## config.mk

```make
export PLATFORM = sky130hd
export DESIGN_NAME = fcd_queue
export DESIGN_NICKNAME = d
export VERILOG_FILES = /design/src/sv/assert_macros.svh /design/src/sv/fcd_pkg.sv /design/src/sv/fcd_queue.sv
export SDC_FILE = /design/constraint.sdc
export NUM_CORES = 1
export LEC_CHECK = 0
export CAP_MARGIN = 5
export CORE_UTILIZATION = 45
export DETAILED_ROUTE_END_ITERATION = 10
export DONT_BUFFER_PORTS = 1
export PLACE_DENSITY = 0.72
export SLEW_MARGIN = 20
export SYNTH_ARGS = -nofsm -noshare
export SYNTH_HDL_FRONTEND = slang
export SYNTH_SLANG_ARGS = --single-unit
```

## constraint.sdc

```tcl
create_clock -name clk -period 5.4 [get_ports clk]
set_input_delay 0.54 -clock clk [delete_from_list [all_inputs] [get_ports clk]]
set_output_delay 0.54 -clock clk [all_outputs]
set_load 0.005 [all_outputs]
```

## src/sv/assert_macros.svh

```systemverilog
// Assertion macros used by the decoder back end
`ifndef ASSERT_MACROS_SVH
`define ASSERT_MACROS_SVH
`ifndef SYNTHESIS
`define ASSERT_CLK(label, clk, rst_n, prop) \
    label: assert property (@(posedge clk) disable iff (!rst_n) prop) \
        else $error("assertion failed");
`define ASSERT_NEXT(label, clk, rst_n, cond, res) \
    label: assert property (@(posedge clk) disable iff (!rst_n) (cond) |=> (res)) \
        else $error("assertion failed");
`else
`define ASSERT_CLK(label, clk, rst_n, prop)
`define ASSERT_NEXT(label, clk, rst_n, cond, res)
`endif
`endif

```

## src/sv/fcd_pkg.sv

```systemverilog
// Package: types and constants for the FLIC chunk decoder
package fcd_pkg;
    localparam int COORD_BITS = 16;
    localparam logic [COORD_BITS-1:0] COORD_MAX = {COORD_BITS{1'b1}};
    localparam int PAL_ENTRIES = 256;
    localparam int QDEPTH = 2;

    localparam logic [2:0] K_MAP256 = 3'd0;
    localparam logic [2:0] K_MAP64  = 3'd1;
    localparam logic [2:0] K_RUN    = 3'd2;
    localparam logic [2:0] K_FLI    = 3'd3;
    localparam logic [2:0] K_FLC    = 3'd4;

    localparam logic [1:0] REG_WIDTH  = 2'd0;
    localparam logic [1:0] REG_HEIGHT = 2'd1;

    typedef struct packed {
        logic [2:0] chunk_kind;
        logic       chunk_start;
        logic [7:0] data_byte;
    } in_item_t;

    typedef struct packed {
        logic [15:0] span_x;
        logic [15:0] span_y;
        logic [8:0]  pixel_count;
        logic [23:0] color_even;
        logic [23:0] color_odd;
    } out_item_t;

    // back-end command: palette write or span with two palette indexes
    typedef struct packed {
        logic        pal_wr;
        logic [7:0]  pal_idx;
        logic [23:0] pal_rgb;
        logic [15:0] x;
        logic [15:0] y;
        logic [8:0]  n;
        logic [7:0]  idx_even;
        logic [7:0]  idx_odd;
    } cmd_t;

    // divide by 63 through a reciprocal multiply, exact for numerators below 16384
    function automatic logic [7:0] scale6(input logic [7:0] c);
        logic [15:0] p;
        logic [31:0] m;
        begin
            p = 16'(c) * 16'd255 + 16'd31;
            m = 32'(p) * 32'd16645;
            if (c >= 8'd63) scale6 = 8'd255;
            else scale6 = m[27:20];
        end
    endfunction

    function automatic logic [15:0] cadd(input logic [15:0] a, input logic [16:0] b);
        logic [17:0] s;
        begin
            s = 18'(a) + 18'(b);
            cadd = (s > 18'(COORD_MAX)) ? COORD_MAX : s[15:0];
        end
    endfunction
endpackage

```

## src/sv/fcd_queue.sv

```systemverilog
// Short command queue between parser and palette back end
module fcd_queue import fcd_pkg::*; (
    input  logic clk,
    input  logic rst_n,
    input  logic wr,
    input  cmd_t wdata,
    input  logic rd,
    output logic empty,
    output logic full,
    output cmd_t rdata
);
    cmd_t mem_reg [QDEPTH];
    logic [$clog2(QDEPTH)-1:0] wp_reg, rp_reg;
    logic [$clog2(QDEPTH):0] cnt_reg;

    assign empty = (cnt_reg == '0);
    assign full = (cnt_reg == ($clog2(QDEPTH)+1)'(QDEPTH));
    assign rdata = mem_reg[rp_reg];

    always_ff @(posedge clk)
    begin
        if (wr) mem_reg[wp_reg] <= wdata;
    end

    always_ff @(posedge clk or negedge rst_n)
    begin
        if (!rst_n)
        begin
            wp_reg <= '0;
            rp_reg <= '0;
            cnt_reg <= '0;
        end
        else
        begin
            if (wr) wp_reg <= wp_reg + 1'b1;
            if (rd) rp_reg <= rp_reg + 1'b1;
            cnt_reg <= cnt_reg + ($clog2(QDEPTH)+1)'(wr) - ($clog2(QDEPTH)+1)'(rd);
        end
    end
endmodule

```

# After elaboration in Yosys (flattened, before gate mapping)
# Memories as Yosys holds them, arrays and structs flattened.
# Cells that the tools add are included.
[totals]
reg_bits = 4
latchBits = 0
ram_bits = 180
romBits = 0
out_inout_bits = 92
elab_cells = 12
mem_count = 1
[op_classes]
addsub = 4
mul = 0
div_mod_pow = 0
magnitude_cmp = 0
n_eq_ne = 1
shifts = 0
mux = 2
bitwise = 0
reduce_logical = 1
[mem_list]
columns = ["memory", "depth", "width", "rd", "rd_ports_with_merged_regs", "wr", "line_no", "source"]
rows = [
  ["mem_reg", 2, 90, 1, 0, 1, "fcd_queue.sv:12", "cmd_t mem_reg [QDEPTH];"],
]
[ops]
columns = ["operator", "n"]
rows = [
  ["1-bit adder (second input constant)", 2],
  ["2-bit by 1-bit adder with 2-bit output", 1],
  ["2-bit == test (second input constant)", 1],
  ["2-bit zero test", 1],
  ["1-bit two-way mux", 2],
  ["2-bit by 1-bit subtractor with 2-bit output", 1],
]

# Depth between registers and ports, before layout
# Gate-level depths: netlist (run 1).
[depth]
depth_word = 2
depth_mapped = 5
ltp_nobuf = 5

# Worst setup path before layout (run 1)
# Ideal clock, no wire load.
[synth_timing]
path_type = "in2reg"
startpoint = "input wr"
endpoint = "memory mem_reg[0][0] (netlist name) (enable)"
setup_time_ns = 0.550
arrival_ns = 4.465
t_required_ns = 4.850
path_slack_ns = 0.385
path_stages = 1
n_path_buf = 0
cell_sequence = "nor2b_1"
[synth_via]
elab_chain_cells = 2
[synth_rtl]
columns = ["element", "line_no", "source"]
rows = [
  ["start: declaration", "fcd_queue.sv:5", "input logic wr,"],
  ["1-bit two-way mux", "fcd_queue.sv:22", "if (wr) mem_reg[wp_reg] <= wdata;"],
  ["1-bit two-way mux (implied by the code)", "fcd_queue.sv:22", ""],
  ["end: declaration", "fcd_queue.sv:12", ""],
]
# Every way passes these cells.

==> results of run 1 <==
## Yosys cell counts (all sizes together)
| cell type | instances |
|---|---|
| clkbuf | 9 |
| edfxtp | 180 |
| ha | 2 |
| inv | 2 |
| and2 | 1 |
| mux2 | 90 |
| nor2b | 2 |
| xor2 | 2 |
| buf | 1 |
| xor3 | 1 |
| dfrtp | 4 |
| nor2 | 1 |
## cell type report
cell class | instances | share of cell area
flip-flops and latches | 184 | 0.7320
multi-input cells | 99 | 0.1478
clock buffers | 23 | 0.06484
well taps | 184 | 0.03059
clock inverters | 9 | 0.01845
repair buffers | 4 | 0.005320
inverters | 2 | 0.0009975
## cells by family after synthesis
family | count (synthesis) | synth area share
flops | 184 | 0.8156
fa+ha+maj | 2 | 0.003707
mux | 90 | 0.1501
buf+inv | 12 | 0.02113
xor+xnor | 3 | 0.006117
simple gates | 4 | 0.003336
## power groups by stage
stage / logic [mW] / registers [mW] / clock network [mW]
global placement: 0.748 / 2.05 / 0
floorplan: 0.732 / 2.00 / 0
finish: 0.741 / 2.02 / 1.27
detailed placement: 0.759 / 2.06 / 0
CTS: 0.766 / 2.03 / 1.31
global route: 0.803 / 2.05 / 1.36
## final timing paths
check	slack, ns	to	cells past startpoint	startpoint
setup / recovery	2.52	rdata[10]	2	rp_reg
hold / removal	0.19	rp_reg	1	rd
setup reg to reg	3.70	mem_reg[1][23]	2	wp_reg
hold reg to reg	0.56	wp_reg	1	wp_reg
max in group asynchronous	4.81	rp_reg	1	rst_n
min in group asynchronous	0.39	rp_reg	1	rst_n
## worst max-delay path: stages (launching register included)
cell	delay [ns]
dfrtp_4	0.78
buf_4	0.61
mux2_2	0.44
## metal layers
metal / global-route usage / up-vias
li1: - / 1193
met1: 0.1332 / 1355
met2: 0.2346 / 129
met3: 0.08204 / 19
met4: 0.07512 / 0
met5: 0 / -
## stage by stage
step	total power, mW	area (um^2)
3_5_place_dp	2.822	6885
4_1_cts	4.108	7522
2_1_floorplan	2.731	6750
5_1_grt	4.212	7526
3_3_place_gp	2.797	6882
6_report	4.034	7526
## repair_timing
action | CTS | global route
endpoints found under the setup margin | 0 | 0
hold endpoints to repair | 4 | 0
hold buffers | 1 | 0
==> impl_metrics.env, run 1 <==
export IMPL_outcome="completed"
export IMPL_cts_tree="yes"
export IMPL_wl_met3_um=1193
export IMPL_dpl_cell_count=472
export IMPL_core_mm2=0.01459
export IMPL_antenna_cells=0
export IMPL_clk_pin_slew_ns=0.06
export IMPL_synth_area_leaders="edfxtp_1, mux2_2, clkbuf_8"
export IMPL_grt_pass1_vias=2909
export IMPL_tns_ns=0
export IMPL_worstPathArrival_ns=2.34
export IMPL_clock_path_buffers=2
export IMPL_max_freq_ghz=0.3469
export IMPL_die_area_mm2=0.01549
export IMPL_vias=2696
export IMPL_p_clk_frac=0.315
export IMPL_switching_power_mw=1.004
export IMPL_area_growth_pct=11.49
export IMPL_drc=0
export IMPL_endpoint_kind="output pin"
export IMPL_finalNonFillerCells=505
export IMPL_power_frac_comb=0.184
export IMPL_drtPass1Iterations=4
export IMPL_power_leakage_nw=2.471
export IMPL_ys_seq_area_frac=0.8156
export IMPL_nNetsFinal=404
export IMPL_met2_length_um=5421
export IMPL_grt_pass1_wl_um=15860
export IMPL_fin_crit_ns=2.883
export IMPL_powerDensity_mw_per_mm2=536.1
export IMPL_post_cts_buffers=0
export IMPL_htreeDepth=4
export IMPL_ios=186
export IMPL_drt_first_iter_violations=148
export IMPL_intPower_mw=3.031
export IMPL_wl_met1_um=3572
export IMPL_yosysTopAreaCellShare=0.8007
export IMPL_fillerInstances=1121
export IMPL_pre_cts_slack_ns=2.923
export IMPL_synth_fp_nets=391
export IMPL_ys_warn_count=0
export IMPL_wl_per_cell_um=20.65
export IMPL_overflow=0
export IMPL_die_w_um=124.5
export IMPL_clk_latency_ns=0.42
export IMPL_cts_sinks=184
export IMPL_initial_core_util=0.4627
export IMPL_syn_cell_area_mm2=0.006750
export IMPL_die_y_um=124.5
export IMPL_holdWs_ns=0.1935
export IMPL_final_cell_mix="edfxtp_1, mux2_2, clkbuf_16, clkbuf_8"
export IMPL_synth_cell_types=12
export IMPL_regArea_mm2=0.005509
export IMPL_synth_largest_area_cell="edfxtp_1"
export IMPL_p_seq_frac=0.501
export IMPL_cts_resized=0
export IMPL_drive_gt1_frac=0.3925
export IMPL_multi_input_area_mm2=0.001112
export IMPL_fin_crit_sh=0.5338
export IMPL_cp_start_kind="register"
export IMPL_final_common_cell="edfxtp_1"
export IMPL_root_buffer="clkbuf_16"
export IMPL_syn_area_per_cell_um2=22.88
export IMPL_grt_max_degree=91
export IMPL_largest_register_ffs=180
export IMPL_synthCells=295
export IMPL_skew_ns=0.01020
export IMPL_maxSlewHeadroom=0.4323
export IMPL_crit_required_ns=4.86
export IMPL_finalWorstSetupSlack_ns=2.517
export IMPL_antenna_left=0
export IMPL_antenna_found_initial=0
export IMPL_peakVddDrop_mv=0.3219
export IMPL_grt_setup_unrepaired="no"
export IMPL_highest_layer="met4"
export IMPL_drv_slew=0
export IMPL_gp_congestion=0.6930
export IMPL_cts_buffers=17
export IMPL_critPathKind="register to output pin"
export IMPL_setup_violations=0
export IMPL_track_usage=0.1399
export IMPL_swShare=0.2488
export IMPL_hp_class="primary input to register"
export IMPL_ys_seq_elements=184
export IMPL_crit_fanout=49
export IMPL_num_rows=44
export IMPL_hold_violations=0
export IMPL_finish_utilization=0.5159
export IMPL_cap_violations=0
export IMPL_tightest_slew_ns=0.8516
export IMPL_viasPerCell=5.339
export IMPL_port_buffers=0
export IMPL_wl_um=10430
Note: power is estimated with default switching activity, not from simulation.
==> inputs of run 2 (changes only) <==
==> constraint.sdc (replaced) <==
create_clock -name clk -period 3 [get_ports clk]
set_input_delay 0.3 -clock clk [delete_from_list [all_inputs] [get_ports clk]]
set_output_delay 0.3 -clock clk [all_outputs]
set_load 0.005 [all_outputs]
==> impl_metrics.env, run 2 (same netlist as run 1, synthesis figures left out) <==
export IMPL_outcome="completed"
export IMPL_area_growth_pct=25.54
export IMPL_cts_buffers=17
export IMPL_grt_setup_unrepaired="no"
export IMPL_power_leakage_nw=2.870
export IMPL_swShare=0.2621
export IMPL_wl_per_cell_um=19.64
export IMPL_drtPass1Iterations=4
export IMPL_switching_power_mw=1.951
export IMPL_hpwl_um=6905
export IMPL_grt_pass1_vias=3489
export IMPL_finalWorstSetupSlack_ns=0.6565
export IMPL_hold_violations=0
export IMPL_nNetsFinal=499
export IMPL_crit_fanout=43
export IMPL_die_y_um=124.5
export IMPL_grt_util_met3=0.07216
export IMPL_powerDensity_mw_per_mm2=878.4
export IMPL_drt_first_iter_violations=179
export IMPL_drv_slew=0
export IMPL_globalRouteMet1Util=0.1619
export IMPL_initial_core_util=0.4627
export IMPL_num_rows=44
export IMPL_setup_violations=0
export IMPL_maxSlewHeadroom=0.5972
export IMPL_met2_usage=0.2863
export IMPL_final_common_cell="edfxtp_1"
export IMPL_finalPower_mw=7.444
export IMPL_min_path_cells=1
export IMPL_cts_tree="yes"
export IMPL_viasPerCell=5.063
export IMPL_cts_resized=0
export IMPL_antenna_cells=0
export IMPL_antenna_left=0
export IMPL_largest_register_ffs=180
export IMPL_wl_um=11780
export IMPL_busiest_layer="met2"
export IMPL_design_area_mm2=0.008474
export IMPL_core_mm2=0.01459
export IMPL_rr_worst_depth=2
export IMPL_max_stage_delay_ns=0.82
export IMPL_path_buf_inv=1
export IMPL_hp_class="primary input to register"
export IMPL_antenna_found_initial=0
export IMPL_crit_required_ns=2.70
export IMPL_tns_ns=0
export IMPL_r2r_start="wp_reg"
export IMPL_intPower_mw=5.493
export IMPL_vias=3038
export IMPL_worstPathArrival_ns=2.04
export IMPL_worst_hold_path_endpoint="cnt_reg[0]"
export IMPL_critPathKind="register to output pin"
export IMPL_cts_sinks=184
export IMPL_grt_pass1_wl_um=18220
export IMPL_max_freq_ghz=0.4267
export IMPL_cp_start_kind="register"
export IMPL_grt_max_degree=91
export IMPL_die_area_mm2=0.01549
export IMPL_gp_congestion=0.7357
export IMPL_root_buffer="clkbuf_16"
export IMPL_ios=186
export IMPL_fin_crit_sh=0.7812
export IMPL_clk_pin_slew_ns=0.07
export IMPL_port_buffers=0
export IMPL_pre_cts_slack_ns=1.078
export IMPL_track_usage=0.1593
export IMPL_peakVddDrop_mv=0.5800
export IMPL_drive_gt1_frac=0.3125
export IMPL_tightest_slew_ns=0.6042
export IMPL_crit_family="flip-flops"
export IMPL_p_clk_frac=0.307
export IMPL_power_frac_comb=0.203
export IMPL_fillerInstances=1048
export IMPL_final_cell_mix="edfxtp_1, dlygate4sd3_1, mux2_2, clkbuf_16, inv_6"
export IMPL_fin_crit_ns=2.343
export IMPL_die_w_um=124.5
export IMPL_path_cells="buf_4 > mux2_2"
export IMPL_p_seq_frac=0.490
export IMPL_clk_latency_ns=0.42
export IMPL_htreeDepth=4
export IMPL_drc=0
export IMPL_hp_start="wr"
export IMPL_placed_area_mm2=0.006929
export IMPL_cap_violations=0
export IMPL_rrSetupSlack_ns=1.35
export IMPL_timing_rr_end="mem_reg[1][73]"
export IMPL_overflow=0
export IMPL_clock_path_buffers=2
export IMPL_endpoint_kind="output pin"
export IMPL_skew_ns=0.007996
export IMPL_crit_slowest_cell="dfrtp_4"
## run 2: final cells by class
class | count | area (um^2) | share of cell area
inverter | 2 | 7.507 | 0.0008859
clock inverter | 14 | 185.2 | 0.02185
timing repair buffer | 99 | 1001 | 0.1181
multi-input combinational | 99 | 1112 | 0.1313
clock buffer | 18 | 429.2 | 0.05064
tap | 184 | 230.2 | 0.02717
sequential | 184 | 5509 | 0.6501
## run 2: worst reg2reg max path, cell delays in order, from the launching register on
cell     delay (ns)
dfrtp_1        0.43
and2_4         0.55
buf_4          0.36
## run 2: power groups by stage
stage                     Clock, mW  Sequential (mW)  Combinational, mW
after CTS                      2.33             3.66               1.54
after detailed placement          0             3.71               1.41
after global routing           2.44             3.71               1.62
after floorplan                   0             3.57               1.32
final                          2.28             3.65               1.51
after global placement            0             3.68               1.39
## run 2: how the worst max path moves through the flow
stage | start | to | slack [ns] | cells after the start
4_1_cts | rp_reg | rdata[4] | 0.61 | 2
6_report | rp_reg | rdata[0] | 0.66 | 2
2_1_floorplan | wp_reg | mem_reg[1][0] | 0.03 | 1
3_5_place_dp | rp_reg | rdata[4] | 1.08 | 2
5_1_grt | rp_reg | rdata[9] | 0.54 | 2
3_3_place_gp | rp_reg | rdata[36] | 1.12 | 2
## run 2: metal layers
metal | wire length, um | vias up
met2 | 6316 | 123
met5 | 0 | -
met3 | 922 | 15
met1 | 4369 | 1513
met4 | 175 | 0
li1 | - | 1387
## run 2: timing repair
item	CTS	global route
endpoints found under the hold margin	186	0
buffers inserted	0	0
hold buffers	93	0
## run 2: stage by stage
step,std cells,util,hold WS (ns)
6_report,600,0.5809,0.03035
5_1_grt,600,0.5809,0.009494
3_3_place_gp,475,0.4750,0.004592
3_5_place_dp,475,0.4750,0.004680
4_1_cts,600,0.5809,0.008138
2_1_floorplan,295,-,0.004409
