[src/sv/assert_macros.svh]
// Assertion macros used by the decoder back end
`ifndef ASSERT_MACROS_SVH
`define ASSERT_MACROS_SVH
`ifndef SYNTHESIS
`define ASSERT_CLK(label, clk, rst_n, prop) \
    label: assert property (@(posedge clk) disable iff (!rst_n) prop) \
        else $error("assertion failed");
`define ASSERT_NEXT(label, clk, rst_n, cond, res) \
    label: assert property (@(posedge clk) disable iff (!rst_n) (cond) |=> (res)) \
        else $error("assertion failed");
`else
`define ASSERT_CLK(label, clk, rst_n, prop)
`define ASSERT_NEXT(label, clk, rst_n, cond, res)
`endif
`endif

[src/sv/fcd_pkg.sv]
// Package: types and constants for the FLIC chunk decoder
package fcd_pkg;
    localparam int COORD_BITS = 16;
    localparam logic [COORD_BITS-1:0] COORD_MAX = {COORD_BITS{1'b1}};
    localparam int PAL_ENTRIES = 256;
    localparam int QDEPTH = 2;

    localparam logic [2:0] K_MAP256 = 3'd0;
    localparam logic [2:0] K_MAP64  = 3'd1;
    localparam logic [2:0] K_RUN    = 3'd2;
    localparam logic [2:0] K_FLI    = 3'd3;
    localparam logic [2:0] K_FLC    = 3'd4;

    localparam logic [1:0] REG_WIDTH  = 2'd0;
    localparam logic [1:0] REG_HEIGHT = 2'd1;

    typedef struct packed {
        logic [2:0] chunk_kind;
        logic       chunk_start;
        logic [7:0] data_byte;
    } in_item_t;

    typedef struct packed {
        logic [15:0] span_x;
        logic [15:0] span_y;
        logic [8:0]  pixel_count;
        logic [23:0] color_even;
        logic [23:0] color_odd;
    } out_item_t;

    // back-end command: palette write or span with two palette indexes
    typedef struct packed {
        logic        pal_wr;
        logic [7:0]  pal_idx;
        logic [23:0] pal_rgb;
        logic [15:0] x;
        logic [15:0] y;
        logic [8:0]  n;
        logic [7:0]  idx_even;
        logic [7:0]  idx_odd;
    } cmd_t;

    // divide by 63 through a reciprocal multiply, exact for numerators below 16384
    function automatic logic [7:0] scale6(input logic [7:0] c);
        logic [15:0] p;
        logic [31:0] m;
        begin
            p = 16'(c) * 16'd255 + 16'd31;
            m = 32'(p) * 32'd16645;
            if (c >= 8'd63) scale6 = 8'd255;
            else scale6 = m[27:20];
        end
    endfunction

    function automatic logic [15:0] cadd(input logic [15:0] a, input logic [16:0] b);
        logic [17:0] s;
        begin
            s = 18'(a) + 18'(b);
            cadd = (s > 18'(COORD_MAX)) ? COORD_MAX : s[15:0];
        end
    endfunction
endpackage

[src/sv/fcd_front.sv]
// Front end: byte parser that turns chunk bytes into palette writes and spans
module fcd_front import fcd_pkg::*; (
    input  logic        clk,
    input  logic        rst_n,
    input  logic        in_ok,
    input  in_item_t    in_item,
    input  logic [15:0] width,
    input  logic [15:0] height,
    output logic        cmd_valid,
    output cmd_t        cmd
);
    typedef enum logic [11:0] {
        PH_IDLE    = 12'b000000000001,
        PH_HDR0    = 12'b000000000010,
        PH_HDR1    = 12'b000000000100,
        PH_HDR2    = 12'b000000001000,
        PH_HDR3    = 12'b000000010000,
        PH_LINE    = 12'b000000100000,
        PH_LINE_HI = 12'b000001000000,
        PH_SKIP    = 12'b000010000000,
        PH_CODE    = 12'b000100000000,
        PH_LIT     = 12'b001000000000,
        PH_RUN1    = 12'b010000000000,
        PH_RUN2    = 12'b100000000000
    } phase_t;

    phase_t phase_reg, phase_next, ph;
    logic [2:0]  kind_reg, kind_next, k;
    logic [15:0] cx_reg, cx_next, cy_reg, cy_next;
    logic [15:0] lines_reg, lines_next, pk_reg, pk_next;
    logic [8:0]  run_reg, run_next;
    logic [7:0]  wlo_reg, wlo_next, fci_reg, fci_next;
    logic [15:0] pc_reg, pc_next;
    logic [9:0]  cb_reg, cb_next;
    logic [1:0]  slot_reg, slot_next;

    always_comb
    begin
        logic [7:0]  b, v;
        logic [15:0] w, cx, cy, lines, pk, pc, col;
        logic [8:0]  run;
        logic [7:0]  wlo, fci;
        logic [9:0]  cb;
        logic [1:0]  slot;
        logic        map, start, dle, rpe;
        logic [16:0] psum;
        b = in_item.data_byte;
        start = in_item.chunk_start;
        k = start ? in_item.chunk_kind : kind_reg;
        cx = start ? 16'd0 : cx_reg;
        cy = start ? 16'd0 : cy_reg;
        lines = start ? 16'd0 : lines_reg;
        pk = start ? 16'd0 : pk_reg;
        run = start ? 9'd0 : run_reg;
        wlo = start ? 8'd0 : wlo_reg;
        fci = start ? 8'd0 : fci_reg;
        pc = start ? 16'd0 : pc_reg;
        cb = start ? 10'd0 : cb_reg;
        slot = start ? 2'd0 : slot_reg;
        if (start)
        begin
            if (k == K_RUN) ph = PH_LINE;
            else if (k <= K_FLC) ph = PH_HDR0;
            else ph = PH_IDLE;
        end
        else ph = phase_reg;
        map = (k == K_MAP256) || (k == K_MAP64);
        w = {b, wlo};
        phase_next = ph;
        cmd_valid = 1'b0;
        cmd = '0;
        dle = 1'b0;
        rpe = 1'b0;
        psum = '0;
        v = (k == K_MAP64) ? scale6(b) : b;
        col = (width != 16'd0) ? width - 16'd1 : 16'd0;
        unique case (ph)
            PH_HDR0:
            begin
                wlo = b;
                phase_next = PH_HDR1;
            end
            PH_HDR1:
            begin
                if (map)
                begin
                    pk = w;
                    phase_next = (w != 16'd0) ? PH_SKIP : PH_IDLE;
                end
                else if (k == K_FLI)
                begin
                    cy = w;
                    phase_next = PH_HDR2;
                end
                else
                begin
                    lines = w;
                    phase_next = (w != 16'd0) ? PH_LINE : PH_IDLE;
                end
            end
            PH_HDR2:
            begin
                wlo = b;
                phase_next = PH_HDR3;
            end
            PH_HDR3:
            begin
                lines = w;
                phase_next = (w != 16'd0) ? PH_LINE : PH_IDLE;
            end
            PH_LINE:
            begin
                if (k == K_RUN) phase_next = PH_CODE;
                else if (k == K_FLI)
                begin
                    cx = 16'd0;
                    pk = 16'(b);
                    if (b == 8'd0)
                    begin
                        cy = cadd(cy, 17'd1);
                        cx = 16'd0;
                        lines = lines - 16'd1;
                        phase_next = (lines != 16'd0) ? PH_LINE : PH_IDLE;
                    end
                    else phase_next = PH_SKIP;
                end
                else
                begin
                    wlo = b;
                    phase_next = PH_LINE_HI;
                end
            end
            PH_LINE_HI:
            begin
                phase_next = PH_LINE;
                case (w[15:14])
                    2'b00:
                    begin
                        cx = 16'd0;
                        pk = w;
                        if (w == 16'd0)
                        begin
                            cy = cadd(cy, 17'd1);
                            lines = lines - 16'd1;
                            phase_next = (lines != 16'd0) ? PH_LINE : PH_IDLE;
                        end
                        else phase_next = PH_SKIP;
                    end
                    2'b11: cy = cadd(cy, 17'h10000 - 17'(w));
                    2'b10:
                    begin
                        cmd_valid = 1'b1;
                        cmd.x = col;
                        cmd.y = cy;
                        cmd.n = 9'd1;
                        cmd.idx_even = w[7:0];
                        cmd.idx_odd = w[7:0];
                    end
                    default: ;
                endcase
            end
            PH_SKIP:
            begin
                if (map)
                begin
                    psum = 17'(pc) + 17'(b);
                    pc = psum[16] ? 16'hFFFF : psum[15:0];
                end
                else cx = cadd(cx, 17'(b));
                phase_next = PH_CODE;
            end
            PH_CODE:
            begin
                if (map)
                begin
                    cb = (b != 8'd0) ? 10'(b) * 10'd3 : 10'd768;
                    slot = 2'd0;
                    phase_next = PH_LIT;
                end
                else if (k == K_RUN)
                begin
                    if (b[7])
                    begin
                        run = 9'd256 - 9'(b);
                        phase_next = PH_LIT;
                    end
                    else
                    begin
                        run = 9'(b);
                        phase_next = PH_RUN1;
                    end
                end
                else if (b[7])
                begin
                    run = 9'd256 - 9'(b);
                    phase_next = PH_RUN1;
                end
                else if (b == 8'd0) dle = 1'b1;
                else
                begin
                    run = (k == K_FLC) ? {b, 1'b0} : 9'(b);
                    phase_next = PH_LIT;
                end
            end
            PH_LIT:
            begin
                if (map)
                begin
                    // slot counts up as cb counts down: cb%3 == 0 first, 2 second, 1 third
                    if (slot == 2'd0) fci = v;
                    else if (slot == 2'd1) wlo = v;
                    else
                    begin
                        if (pc < 16'(PAL_ENTRIES))
                        begin
                            cmd_valid = 1'b1;
                            cmd.pal_wr = 1'b1;
                            cmd.pal_idx = pc[7:0];
                            cmd.pal_rgb = {fci, wlo, v};
                        end
                        if (pc != 16'hFFFF) pc = pc + 16'd1;
                    end
                    slot = (slot == 2'd2) ? 2'd0 : slot + 2'd1;
                    cb = cb - 10'd1;
                    if (cb == 10'd0)
                    begin
                        pk = pk - 16'd1;
                        phase_next = (pk != 16'd0) ? PH_SKIP : PH_IDLE;
                    end
                end
                else
                begin
                    cmd_valid = 1'b1;
                    cmd.x = cx;
                    cmd.y = cy;
                    cmd.n = 9'd1;
                    cmd.idx_even = b;
                    cmd.idx_odd = b;
                    cx = cadd(cx, 17'd1);
                    run = run - 9'd1;
                    if (run == 9'd0) rpe = 1'b1;
                end
            end
            PH_RUN1:
            begin
                if (k == K_FLC)
                begin
                    fci = b;
                    phase_next = PH_RUN2;
                end
                else
                begin
                    if (run != 9'd0)
                    begin
                        cmd_valid = 1'b1;
                        cmd.x = cx;
                        cmd.y = cy;
                        cmd.n = run;
                        cmd.idx_even = b;
                        cmd.idx_odd = b;
                    end
                    cx = cadd(cx, 17'(run));
                    rpe = 1'b1;
                end
            end
            PH_RUN2:
            begin
                cmd_valid = 1'b1;
                cmd.x = cx;
                cmd.y = cy;
                cmd.n = {run[7:0], 1'b0};
                cmd.idx_even = fci;
                cmd.idx_odd = b;
                cx = cadd(cx, {7'd0, run, 1'b0});
                dle = 1'b1;
            end
            default: phase_next = PH_IDLE;
        endcase
        if (rpe)
        begin
            if (k == K_RUN)
            begin
                if (cx >= width)
                begin
                    cx = 16'd0;
                    cy = cadd(cy, 17'd1);
                    phase_next = (cy >= height) ? PH_IDLE : PH_LINE;
                end
                else phase_next = PH_CODE;
            end
            else dle = 1'b1;
        end
        if (dle)
        begin
            pk = pk - 16'd1;
            if (pk == 16'd0)
            begin
                cy = cadd(cy, 17'd1);
                cx = 16'd0;
                lines = lines - 16'd1;
                phase_next = (lines != 16'd0) ? PH_LINE : PH_IDLE;
            end
            else phase_next = PH_SKIP;
        end
        if (!in_ok) cmd_valid = 1'b0;
        kind_next = k;
        cx_next = cx;
        cy_next = cy;
        lines_next = lines;
        pk_next = pk;
        run_next = run;
        wlo_next = wlo;
        fci_next = fci;
        pc_next = pc;
        cb_next = cb;
        slot_next = slot;
    end

    always_ff @(posedge clk or negedge rst_n)
    begin
        if (!rst_n)
        begin
            phase_reg <= PH_IDLE;
            kind_reg <= 3'd0;
            cx_reg <= '0;
            cy_reg <= '0;
            lines_reg <= '0;
            pk_reg <= '0;
            run_reg <= '0;
            wlo_reg <= '0;
            fci_reg <= '0;
            pc_reg <= '0;
            cb_reg <= '0;
            slot_reg <= '0;
        end
        else if (in_ok)
        begin
            phase_reg <= phase_next;
            kind_reg <= kind_next;
            cx_reg <= cx_next;
            cy_reg <= cy_next;
            lines_reg <= lines_next;
            pk_reg <= pk_next;
            run_reg <= run_next;
            wlo_reg <= wlo_next;
            fci_reg <= fci_next;
            pc_reg <= pc_next;
            cb_reg <= cb_next;
            slot_reg <= slot_next;
        end
    end
endmodule

[config.mk]
export PLATFORM = sky130hd
export DESIGN_NAME = fcd_front
export DESIGN_NICKNAME = d
export VERILOG_FILES = /design/src/sv/assert_macros.svh /design/src/sv/fcd_pkg.sv /design/src/sv/fcd_front.sv
export SDC_FILE = /design/constraint.sdc
export NUM_CORES = 1
export LEC_CHECK = 0
export BUFFER_PORTS_ARGS = -buffer_cell sky130_fd_sc_hd__buf_2
export CELL_PAD_IN_SITES_DETAIL_PLACEMENT = 0
export CELL_PAD_IN_SITES_GLOBAL_PLACEMENT = 1
export CORE_MARGIN = 2
export CORE_UTILIZATION = 43
export DETAILED_ROUTE_END_ITERATION = 8
export PLACE_DENSITY_LB_ADDON = 0.15
export SLEW_MARGIN = 20
export SYNTH_ARGS = -nofsm -noshare
export SYNTH_HDL_FRONTEND = slang
export SYNTH_SLANG_ARGS = --single-unit
[constraint.sdc]
create_clock -name clk -period 7.8 [get_ports clk]
set_input_delay 0 -clock clk [delete_from_list [all_inputs] [get_ports clk]]
set_output_delay 0 -clock clk [all_outputs]
set_load 0.005 [all_outputs]
== After elaboration in Yosys (flattened, before gate mapping) ==
Index checks and enable logic that the tools add are counted.
W data, S select, Z words.

* Register bits: 132
* Bits of input ports: 47
* Output and inout bits: 91
* Word-level logic and storage cells: 244

* Add/subtract/negate cells: 21
* Multiply operators: 3
* Order comparisons: 13
* Equal/unequal tests: 20
* Mux-type cells: 158
* Reduce and logical (&&, ||, !) cells: 17

{| class="wikitable"
|+ Operators with widths
! cell !! count
|-
| $mux W16 || 58
|-
| $mux W57 || 4
|-
| $pmux W57 S4 || 1
|-
| $mux W12 || 14
|-
| $mux W33 || 5
|-
| $mux W8 || 19
|-
| $pmux W12 S11 || 1
|-
| $pmux W16 S4 || 2
|-
| $gt A17 B16 Y1 const B || 7
|-
| $pmux W16 S6 || 1
|-
| $reduce_bool A16 Y1 || 5
|-
| $sub A16 B1 Y16 const B || 5
|-
| $mux W9 || 8
|-
| $add A16 B1 Y17 const B || 4
|-
| $pmux W16 S2 || 2
|-
| $pmux W16 S3 || 1
|-
| $mux W10 || 4
|-
| $mux W6 || 6
|-
| $add A16 B8 Y17 || 2
|-
| $ge A16 B16 Y1 || 2
|-
| $logic_not A16 Y1 || 2
|-
| $mul A16 B15 Y28 const B || 1
|-
| $pmux W8 S3 || 1
|-
| $pmux W10 S2 || 1
|-
| other kinds (51) || 76
|}

== Longest topological paths before layout ==
* Depth in word-level cells: 19
* Depth in mapped cells: 51
* Gate-level depth less buffers: 40

== Least setup slack after synthesis ==
No wires, ideal clock.

* Path type: in2reg
* Start point: input in_item[8] (netlist bit)
* End point: register phase_reg[5]
* Library setup time: 0.077 ns
* Data arrival time: 9.560 ns
* Data required time: 7.723 ns
* Path slack: -1.837 ns
* Stages on the path: 51
* Path buffers: 17
* Cell sequence: buf_2 -> buf_6 -> buf_6 -> buf_4 -> buf_4 -> buf_2 -> buf_2 -> buf_2 -> buf_2 -> buf_2 -> buf_1 -> clkbuf_1 -> buf_1 -> clkbuf_1 -> clkbuf_1 -> o21ai_0 -> xnor2_1 -> ha_1 -> [... 15 more ...] -> and2_1 -> clkbuf_1 -> nand2_1 -> ha_1 -> a21o_1 -> a21o_1 -> a21o_1 -> a21o_1 -> a21o_1 -> a21o_1 -> a21oi_1 -> nor2b_1 -> o21ai_0 -> a21oi_1 -> o41ai_1 -> o21ai_0 -> o221a_2 -> a21oi_1

* Longest elaborated chain between the ends: 17
* Elaborated cells between the ends (all ways): 129
* Those cells by class: add/sub (14); order compare (10); eq/ne (15); mux (81); reduce/logical (9)

{| class="wikitable"
|+ RTL lines
! what !! line !! source
|-
| from (decl) || fcd_front.sv:6 || <nowiki>input in_item_t in_item,</nowiki>
|-
| parallel branches: the longest is 16 deep, another holds $add A16 B17 Y18 || n/a ||
|-
| $mux W12 (*) || fcd_front.sv:293 || <nowiki>if (dle)</nowiki>
|-
| to (signal assigned) || fcd_front.sv:338 || <nowiki>phase_reg <= phase_next;</nowiki>
|-
| to (decl) || fcd_front.sv:27 || <nowiki>phase_t phase_reg, phase_next, ph;</nowiki>
|}

Mark *: on every way between the ends.
A chain may end at the register's enable or synchronous reset.

==> summary.md <==
| Metric | Value |
|---|---|
| Rows | `87` |
| Nets | `around 4,200` |
| Netlist Area Pre-Place | `24,600 um2` |
| H-tree depth | `4` |
| RSZ-0062 raised after global routing | `true` |
| P&R area growth vs syn | `25.1%` |
| CTS Root Cell | `clkbuf_16` |
| Yosys Warn Count | `0` |
| Routed WL | `around 120 mm` |
| Top cell by count, worst path | `ha_4` |
| Core Area | `approximately 56,000 um2` |
| Synthesized instance count | `around 3,400` |
| Commonest non-fill, non-tap cells in the layout | `buf_4 (505), nor2_1 (325), nand2_1 (318)` |
| Die H | `about 240 um` |
| Routability cong. | `1.04` |
| Vias in the first global route | `29,100` |
| Initial antenna violation count | `2` |
| Yosys cell types | `109` |
| Reg-to-reg startpoint | `wlo_reg[3]$_DFFE_PN0P_` |
| Clock sink count | `132` |
| Reg2Reg Capture Point | `phase_reg[5]$_DFFE_PN0P_` |
| Vias/cell | `around 6.5` |
| Skew-Pair Late Insertion Delay | `0.51 ns` |
| Post-synth EDFFs | `0` |
| Ys async rst share | `100%` |
| Max stage delay on crit path | `roughly 0.62 ns` |
| Worst VDD drop | `roughly 1700 uV` |
| Crit path max-delay cell type | `fa_2` |
| Critical path endpoint category | `primary output` |
| WP data required | `7.80 ns` |
| Main flop type after synthesis | `dfrtp_1` |
| Crit path max fanout | `5` |
| Least-Margin Pin Slew | `1.23 ns` |
| Die area | `59,300 um2` |
| Inst Count DP | `4,587` |
| CTS tree | `yes` |
| Reg clk slew, reported paths | `0.08 ns` |
| Pre-antenna DRT Iters | `8` |
| HPWL after DPL | `94.6 mm` |
| Final setup viols | `8` |
| Wirelength per Cell | `~26 um` |
| Final min period | `8.00 ns` |
| Worst Skew | `0.0212 ns` |
| Initial core utilization | `between 40% and 50%` |
| Mean Syn Cell Area | `7.23 um2` |
| MaxCap Viol Count | `0` |
| Failing checks | `negative setup slack` |
| Worst Setup Path Type | `input port to primary output` |
| P per Cell Area | `378 nW/um2` |
| Congestion Overflow GR | `0` |
| Seq/Total Area, Yosys | `13.4%` |
| Layout cell share with drive strength beyond 1 | `a little under a quarter` |
| DRC Markers | `0` |
| Via count | `30,400` |
| Pwr Total | `11.7 mW` |
| Relative slew slack | `17.4%` |
| Number of I/O pins | `138` |
| Final Cycle Share | `103%` |
| Post-synth top area share | `13.3%` |
| DRT antenna net count | `0` |
| Global-route wire length before repair | `180 mm` |
| Die Wd | `between 200 and 250 um` |
| Reg2reg setup slack | `0.09 ns` |
| GR Util All Layers | `roughly 40%` |
| Fin. Hold Viols | `0` |
| Worst min path class | `input port to async pin` |
| Layout Cells excl Fill | `4,653` |
| Outcome | `finished with violations` |
| Most common cell after layout, fill and taps aside | `buf_4` |
| Syn Nets | `3,746` |
| Highest clock rate | `125 MHz` |
| Clock buffer depth | `2` |
| Crit path DAT | `8.00 ns` |
| Critical path startpoint category | `input port` |
| CTS Buf Count | `17` |
| Reg2reg path depth | `35` |
| Static Leak | `14.1 nW` |
| Largest net degree at the start of global routing | `68` |
| Post-synth top area cell | `dfrtp_1` |
| Top post-synthesis cells by area | `dfrtp_1 (13%), ha_1 (12%), xnor2_1 (5.2%)` |
| Port buffer count | `between 100 and 150` |
| Worst setup margin | `-0.198 ns` |
| First DRT Iteration DRCs | `3,514` |
| Max-slew violation count | `0` |
| Synthesized flop and latch total | `about 130` |
-- cell type report --
cell class,count,area [um2]
fill,5518,25700
clock inverter,14,175
tap,756,946
inverter,230,892
sequential,132,3300
multi-input combinational,2852,20400
timing repair buffer,649,4640
antenna,2,5.00
clock buffer,18,439
-- worst max-delay path, delay by kind of cell --
family                   cells  cell delay (ns)
adder cells (fa/ha/maj)     10             3.58
AO/OA/AOI/OAI               17             2.73
AND/OR/NAND/NOR              5             0.86
buffers and inverters        5             0.53
XOR/XNOR                     2             0.29
-- synthesized netlist by cell type (all sizes together), types with 25 or more instances --
library cell,instances
nor2,335
nand2,323
o21ai,254
a21oi,253
ha,244
inv,226
clkbuf,152
xnor2,145
dfrtp,131
nand3,106
nor3,94
a31oi,66
nor2b,56
a21o,51
nor4,50
o22ai,50
fa,46
buf,43
nand4,43
xor2,43
or3,40
and3,36
o211ai,36
nand2b,33
mux2,32
a211oi,27
a22o,27
o31ai,27
and2,25
-- layer usage --
layer	global-route usage (%)	vias to the layer above	part of all wire, %
li1	-	13500	-
met1	50.7	14700	40
met2	62.3	1720	44
met3	8.85	418	9.8
met4	21.0	2	5.9
met5	0	-	0.0091
-- stage by stage --
| step | setup WS (ns) | setup TNS (ns) | util, % | hold slack [ns] | instance area (um2) |
|---|---|---|---|---|---|
| 2_1_floorplan | -0.284 | -0.636 | - | -0.296 | 25200 |
| 3_3_place_gp | -0.742 | -11.37 | 52.1 | 0.0678 | 29400 |
| 3_5_place_dp | -0.963 | -15.95 | 52.1 | 0.0635 | 29400 |
| 4_1_cts | -0.205 | -0.640 | 53.8 | 0.0907 | 30400 |
| 5_1_grt | -0.550 | -4.56 | 54.6 | 0.136 | 30800 |
| 6_report | -0.198 | -0.763 | 54.6 | 0.0745 | 30800 |
-- repair_timing --
| action | in CTS | in global routing |
|---|---|---|
| setup buffers | 11 | 19 |
| pin swaps | 52 | 15 |
| endpoints found under the hold margin | 74 | 0 |
| hold buffers | 5 | 0 |
| gates resized for setup | 56 | 58 |
| setup endpoints to repair | 24 | 36 |
-- logic make-up after synthesis --
group,share of synthesized area [%]
mux,2.44
fa+ha+maj,16.1
flops,13.4
buf+inv,6.75
simple gates,25.1
xor+xnor,6.68
compound gates,29.5
-- worst max-delay path by stage --
stage,slack [ns],endpoint,start,cells after the start
final,-0.20,cmd[64],in_item[1],39
after CTS,-0.20,cmd[64],in_item[1],39
after detailed placement,-0.96,fci_reg[7]$_DFFE_PN0P_,in_item[3],38
after global routing,-0.55,cmd[64],in_item[1],39
after floorplan,-0.28,fci_reg[7]$_DFFE_PN0P_,in_item[6],40
after global placement,-0.74,fci_reg[7]$_DFFE_PN0P_,in_item[3],38
-- power breakdown --
| part | internal (mW) | switching [mW] | leakage, nW | total, mW |
|---|---|---|---|---|
| registers | 0.713 | 0.0360 | 1.77 | 0.749 |
| clock network | 0.514 | 0.401 | 0.299 | 0.916 |
| logic | 4.67 | 5.33 | 12.0 | 10.0 |
Power figures use the tool's default switching activity.
